[config.mk]
export PLATFORM = sky130hd
export DESIGN_NAME = olt_cell
export DESIGN_NICKNAME = d
export VERILOG_FILES = /design/src/rtl/olt_pkg.sv /design/src/rtl/olt_cell.sv
export SDC_FILE = /design/constraint.sdc
export NUM_CORES = 1
export LEC_CHECK = 0
export BUFFER_PORTS_ARGS = -buffer_cell sky130_fd_sc_hd__buf_2
export CAP_MARGIN = 20
export CORE_MARGIN = 4
export CORE_UTILIZATION = 35
export DETAILED_ROUTE_END_ITERATION = 8
export PLACE_DENSITY_LB_ADDON = 0.3
export SYNTH_ARGS = -nofsm -noshare
export SYNTH_HDL_FRONTEND = slang
export SYNTH_SLANG_ARGS = --single-unit
[constraint.sdc]
create_clock -name clk_i -period 4.1 [get_ports clk_i]
set_clock_uncertainty 0.1 [all_clocks]
set_input_delay 0 -clock clk_i [delete_from_list [all_inputs] [get_ports clk_i]]
set_output_delay 0 -clock clk_i [all_outputs]
set_load 0.01 [all_outputs]
[src/rtl/olt_pkg.sv]
`default_nettype none

package olt_pkg;

  localparam int unsigned OLT_CAPACITY = 16;
  localparam int unsigned ValueW = 32;
  localparam int unsigned ActionW = 3;
  localparam int unsigned CountOutW = 5;

  localparam logic [ActionW-1:0] ACT_APPEND   = 3'd0;
  localparam logic [ActionW-1:0] ACT_PREPEND  = 3'd1;
  localparam logic [ActionW-1:0] ACT_ORDERED  = 3'd2;
  localparam logic [ActionW-1:0] ACT_CONTAINS = 3'd3;
  localparam logic [ActionW-1:0] ACT_REMOVE   = 3'd4;

  typedef logic signed [ValueW-1:0] value_t;

  typedef struct packed {
    logic   is_app;
    logic   is_pre;
    logic   is_ord;
    logic   is_eq;
    logic   ins_en;
    logic   rem_en;
    value_t value;
  } olt_ctrl_t;

endpackage

`default_nettype wire

[src/rtl/olt_cell.sv]
`default_nettype none

module olt_cell
  import olt_pkg::*;
#(
  parameter int unsigned Idx  = 0,
  parameter int unsigned CntW = 5
) (
  input  wire logic            clk_i,
  input  wire olt_ctrl_t       ctrl_i,
  input  wire logic [CntW-1:0] count_i,
  input  wire logic            mark_i,
  input  wire value_t          left_i,
  input  wire value_t          right_i,
  output logic                 mark_o,
  output value_t               entry_o
);

  value_t entry_q;
  value_t entry_d;
  logic   valid;
  logic   less;
  logic   equal;
  logic   hit;

  assign valid = CntW'(Idx) < count_i;
  assign less  = entry_q < ctrl_i.value;
  assign equal = entry_q == ctrl_i.value;

  always_comb begin
    hit = 1'b0;
    if (ctrl_i.is_pre) begin
      hit = 1'b1;
    end else if (ctrl_i.is_app) begin
      hit = !valid;
    end else if (ctrl_i.is_ord) begin
      hit = !valid || !less;
    end else if (ctrl_i.is_eq) begin
      hit = valid && equal;
    end
  end

  assign mark_o = mark_i | hit;

  always_comb begin
    entry_d = entry_q;
    if (ctrl_i.ins_en) begin
      if (mark_i) begin
        entry_d = left_i;
      end else if (hit) begin
        entry_d = ctrl_i.value;
      end
    end else if (ctrl_i.rem_en) begin
      if (mark_o) begin
        entry_d = right_i;
      end
    end
  end

  always_ff @(posedge clk_i) begin
    entry_q <= entry_d;
  end

  assign entry_o = entry_q;

endmodule

`default_nettype wire

==> summary.md, run 1 <==
| Metric | Value |
|---|---|
| Root buffer cell | clkbuf_8 |
| Max-cap violations | 0 |
| PwrDens | 258.5 nW/µm² |
| Tot GR Track Use | 16.98% |
| DPL Wire Length | between 5000 and 6000 µm |
| Wire per inst | between 10 and 15 µm |
| Xor-xnor portion of the synthesized cell area | 0% |
| Worst Path Arrival | between 2000 and 3000 ps |
| Seq cells post-synth | 32 |
| Worst r2r src | entry_o[14] |
| Setup Viol. Count Final | 0 |
| Leak | 1.965 nW |
| Commonest cells post-synth | 39 x a21oi_1, 34 x inv_1, 34 x nor2_1 |
| First-pass GRT wire length | approximately 12000 µm |
| Iteration-0 DRC Markers | 67 |
| CP Launch Point | entry_o[14] |
| DP Area | ~3400 µm² |
| Rows | 30 |
| Sink Count | 32 |
| Mapped Cells | around 260 |
| Met2 WL | 3619 µm |
| Fillers | approximately 670 |
| Failing checks | hold timing |
| I/O pins | ~140 |
| Synth top area cells | edfxtp_1 37%, ha_1 16%, mux2i_1 12% |
| Largest family of logic cells by synthesized area | compound AO/OA/AOI/OAI gates |
| Count of cell types in the netlist | 37 |
| Clock Path Buffers | 2 |
| Final period demand of the worst path | 2756 ps |
| Hold crit path type | input pin to flip-flop |
| Total CTS buffers | 5 |
| Die height | 93.71 µm |
| Fraction of layout cells with a size suffix above 1 | 36.82% |
| Run status | finished with violations |
| Post-Synth Adder-Cell Area | between 15 and 20% |
| Fin. Hold Viols | 2 |
| Layout area overhead | 49.00% |
| Number of flip-flops in the largest register | 32 |
| Clk pin slew, worst setup/hold paths | about 70 ps |
| R2r setup slk | 1340 ps |
| Worst slew margin | between 50% and 60% |
| Crit path capture type | flip-flop |
| Die ar. | between 8000 and 9000 µm² |
| Drt via density | approximately 4.8 |
| Met1 WL | 2988 µm |
| Area share of the largest cell type after synthesis | a little under two fifths |
| Final Max Slew Viols | 0 |
| Peak supply drop | 0.1414 mV |
| Main synth FF type | edfxtp_1 |
| HP Start | right_i[2] |
| Initial antenna violation count | 0 |
| Warnings from Yosys | 0 |
| Met3 WL | approximately 690 µm |
| Final Wtd Congestion | between 0.7 and 0.8 |
| Worst Path Required | 3960 ps |
| Top sig layer | met4 |
| CP Class | flip-flop to flip-flop |
| Die Width | 93.71 µm |
| Htree depth | 2 |
| Post-synthesis mux area share | 12.46% |
| Total power | 0.0009905 W |
| Dominant cell type by area after synthesis | edfxtp_1 |
| Post-synthesis simple-gate area fraction | 11.48% |
| Avg Inst Size Synth | 9.776 µm² |
| Core outline area | around 7000 µm² |
| Final period util | approximately 67% |
| Net count, final | between 500 and 600 |
| Dominant cell by count in the synthesized netlist | a21oi_1 |
| Sequential area share after synthesis | between 30 and 40% |
| Fin area | between 3000 and 4000 µm² |
| Mapped Nets | between 400 and 500 |
| FMAX | 362.8 MHz |
| IO buf count | roughly 140 |
| Postcts setup bufs | 0 |
| Unrepaired setup endpoints after global routing | no |
| Initial Util | 36.83% |
| Skew-Pair Late Insertion Delay | 280 ps |
| Slew @ Worst Pin | roughly 600 ps |
| Post-synth ARST share | 0% |
| CTS tree | yes |
| DRC Markers | 0 |
| Vias in the first global route | around 2700 |
| Routed WL | between 7000 and 8000 µm |
| Drt pass-1 iters | 4 |
| WHS | -8.862 ps |
| Mapped cell area | about 2600 µm² |
| Number of synthesized flops with an enable pin | 32 |
| Antenna cells | 0 |
| Synth Area in Compound Gates | between 10% and 20% |
| Crit-path max FO | 19 |
| Largest net degree at the start of global routing | 67 |
| Total grt overflow | 0 |
| Antenna Nets Post-Route | 0 |
| Vias | between 2000 and 3000 |
| Setup TNS | 0 ps |
| Setup crit start kind | flip-flop |
through the flow:
stage | worst slack (ps) | utilization (%) | instances
after CTS | 1327 | 54.87 | 536
after detailed placement | 1344 | 48.60 | 493
after global routing | 1173 | 54.87 | 536
final | 1344 | 54.87 | 536
after floorplan | 489.6 | - | 263
after global placement | 1405 | 48.60 | 493
path summary, 6_finish.rpt:
path / to / cells past startpoint
min reg2reg: entry_o[18] / 5
max: entry_o[8] / 7
max reg2reg: entry_o[8] / 7
min: entry_o[2] / 3
final cells by class:
cell class	instances	area, µm²	area share [%]
timing repair buffer	181	1096	28.61
sequential	32	960.9	25.08
clock buffer	6	72.57	1.894
clock inverter	1	5.005	0.1306
tap	96	120.1	3.135
inverter	34	127.6	3.331
multi-input combinational	186	1449	37.82
kinds of logic after synthesis:
| logic type | count (synthesis) |
|---|---|
| compound gates | 65 |
| fa+ha+maj | 32 |
| buf+inv | 45 |
| flops | 32 |
| mux | 32 |
| simple gates | 57 |
where the power goes:
group | switching (W) | internal [W] | leakage (nW)
combinational | 0.000170 | 0.000171 | 1.61
sequential | 0.0000177 | 0.000408 | 0.310
clock | 0.000109 | 0.000115 | 0.0410
total | 0.000297 | 0.000694 | 1.97
critical path, stage by stage (launching register included):
cell      delay [ps]
edfxtp_1         400
ha_1             320
nand4_1          140
or4_4            570
nor3_4           210
a21oi_2          110
o32ai_4          280
buf_4            310
repair_timing:
item / 4_1_cts / 5_1_grt
hold endpoints to repair: 30 / 0
hold buffers: 36 / 0
gates resized for setup: 0 / 0
placed cells by master, fill, tap and decap left out, types with 2 or more instances in the layout:
cell / count
or4_4: 2
inv_1: 34
o221ai_1: 2
ha_1: 32
dlygate4sd3_1: 36
a21o_1: 7
buf_2: 141
clkbuf_8: 5
mux2i_1: 32
nor2_1: 34
a21oi_1: 39
and4_1: 5
o21ai_0: 4
buf_4: 4
nand2_1: 5
nand4_1: 2
edfxtp_1: 32
a221oi_1: 2
routing by layer:
layer,GRT usage [%],vias to the layer above
met4,3.610,0
met1,18.95,1131
li1,-,1310
met2,31.40,97
met3,5.288,8
met5,0,-
No activity file was read; power rests on OpenSTA's default activity.
==> run 2, diff against run 1 <==
==> constraint.sdc (replaced) <==
create_clock -name clk_i -period 2.85 [get_ports clk_i]
set_clock_uncertainty 0.1 [all_clocks]
set_input_delay 0 -clock clk_i [delete_from_list [all_inputs] [get_ports clk_i]]
set_output_delay 0 -clock clk_i [all_outputs]
set_load 0.01 [all_outputs]
==> summary.md, run 2 (synthesized netlist as in run 1, its figures left out) <==
| Metric | Value |
|---|---|
| Initial Util | 36.83% (unchanged) |
| Leak | 1.999 nW (+1.7%) |
| Antenna Nets Post-Route | 0 (unchanged) |
| Peak supply drop | 0.2304 mV (+63%) |
| Number of flip-flops in the largest register | 32 (unchanged) |
| Crit path capture type | flip-flop |
| Routed WL | 7438 µm (+0.95%) |
| Setup Viol. Count Final | 0 (unchanged) |
| FMAX | 367.7 MHz (+1.4%) |
| Vias in the first global route | 2718 (+2.3%) |
| Postcts setup bufs | 0 (unchanged) |
| Crit-path max FO | 13 (-6) |
| Fillers | 647 (-2.7%) |
| Initial antenna violation count | 0 (unchanged) |
| Vias | 2576 (+1.2%) |
| Final period util | 95.42% (+28 points) |
| CTS tree | yes |
| Htree depth | 2 (unchanged) |
| Run status | complete, no violations |
| Clk pin slew, worst setup/hold paths | 70 ps (about the same) |
| Largest net degree at the start of global routing | 65 (-3.0%) |
| Fraction of layout cells with a size suffix above 1 | 36.91% (+0.095 points) |
| PwrDens | 371.2 nW/µm² (+44%) |
| First-pass GRT wire length | 11790 µm (-1.2%) |
| Clock Path Buffers | 2 (unchanged) |
| Final period demand of the worst path | 2719 ps (-36.93 ps) |
| Root buffer cell | clkbuf_8 |
| Die ar. | 8782 µm² (unchanged) |
| Net count, final | 587 (+1.0%) |
| Worst Path Arrival | 2600 ps (-20 ps) |
| Skew-Pair Late Insertion Delay | 280 ps (about the same) |
| Drt pass-1 iters | 4 (unchanged) |
| Rows | 30 (unchanged) |
| Unrepaired setup endpoints after global routing | no |
| Total grt overflow | 0 (unchanged) |
| Layout area overhead | 52.41% |
| Worst slew margin | 60.49% (+1.5 points) |
| DRC Markers | 0 (unchanged) |
| Total power | 0.001455 W (+47%) |
| Tot GR Track Use | 16.78% (-0.19 points) |
| DPL Wire Length | 5624 µm (about the same) |
| Wire per inst | 13.70 µm (-0.35%) |
| IO buf count | 141 (unchanged) |
| Final Max Slew Viols | 0 (unchanged) |
| I/O pins | 142 (unchanged) |
| Footprint of the multi-input gates | 1461 µm² (+0.86%) |
| Sink Count | 32 (unchanged) |
| Setup crit start kind | flip-flop |
| Die height | 93.71 µm (unchanged) |
| Final Util | 56.13% (+1.3 points) |
| Core outline area | 6982 µm² (unchanged) |
| CP Class | flip-flop to flip-flop |
| Setup TNS | 0 ps (unchanged) |
| Drt via density | 4.744 (-0.13%) |
| Fin. Hold Viols | 0 (-2) |
| Worst Path Required | 2730 ps (-1230 ps) |
| Most common cell after layout, fill and taps aside | buf_2 |
| Cells resized by post-CTS repair | 0 (unchanged) |
| Iteration-0 DRC Markers | 50 (-25%) |
| Final Wtd Congestion | 0.7568 (-0.45%) |
| Slew @ Worst Pin | 592.7 ps (-22.31 ps) |
| Antenna cells | 0 (unchanged) |
| Hold crit path type | input pin to flip-flop |
| Max-cap violations | 0 (unchanged) |
| Die Width | 93.71 µm (unchanged) |
| Total CTS buffers | 5 (unchanged) |
| Highest-count cells in the layout ignoring fill and taps | 141 x buf_2, 41 x dlygate4sd3_1, 39 x a21oi_1 |
| Register Area | 960.9 µm² (unchanged) |
[run 2: cell types whose count changed in the layout (fill, tap and decap cells not counted), sizes merged]
cell and change:
dlygate4sd3 +5, clkbuf -1, buf +1, clkinv +2
[run 2: timing repair]
item,4_1_cts,5_1_grt
setup endpoints to repair,0,0
hold endpoints to repair,30,1
hold buffers,40,1
[run 2: layout make-up]
type / count / area share, %
Multi-Input combinational cell: 186 / 37.29
Inverter: 34 / 3.257
Clock buffer: 5 / 1.756
Sequential cell: 32 / 24.52
Tap cell: 96 / 3.065
Clock inverter: 3 / 0.3512
Timing Repair Buffer: 187 / 29.76
[run 2: metal layers]
layer  up-vias  global-route usage (%)  part of all wire (%)
li1       1325                       -                     -
met1      1139                   18.98                    40
met2       102                   30.40                    49
met3        10                   5.208                   9.9
met4         0                   4.332                   1.1
met5         -                       0                     0
[run 2: power breakdown]
part / leakage [nW] / switching [W] / internal, W
clock: 0.0453 / 0.000169 / 0.000166
sequential: 0.310 / 0.0000269 / 0.000586
combinational: 1.64 / 0.000246 / 0.000260
[run 2: final timing paths]
| path | from | endpoint | slack (ps) | depth (start not counted) |
|---|---|---|---|---|
| worst max-delay path | entry_o[14] | entry_o[21] | 130 | 7 |
| worst min-delay path | right_i[23] | entry_o[23] | 8 | 3 |
| worst max register to register | entry_o[14] | entry_o[21] | 130 | 7 |
| worst min register to register | entry_o[15] | entry_o[9] | 1030 | 5 |
[run 2: worst max-delay path: stages, from the launching register on]
cell and delay [ps]:
edfxtp_1 400, ha_1 320, nand4_1 140, or4_4 560, nor3_4 220, o221ai_1 190
o32ai_4 200, buf_4 280
[run 2: through the flow]
stage,cell area [µm²],hold slack [ps],setup slack [ps],std cells
floorplan,2595,125.6,-196.1,263
detailed placement,3426,226.1,115.1,494
global placement,3426,224.5,223.4,494
CTS,3909,1.240,92.48,542
finish,3919,8.178,130.6,543
global route,3919,18.03,5.752,543
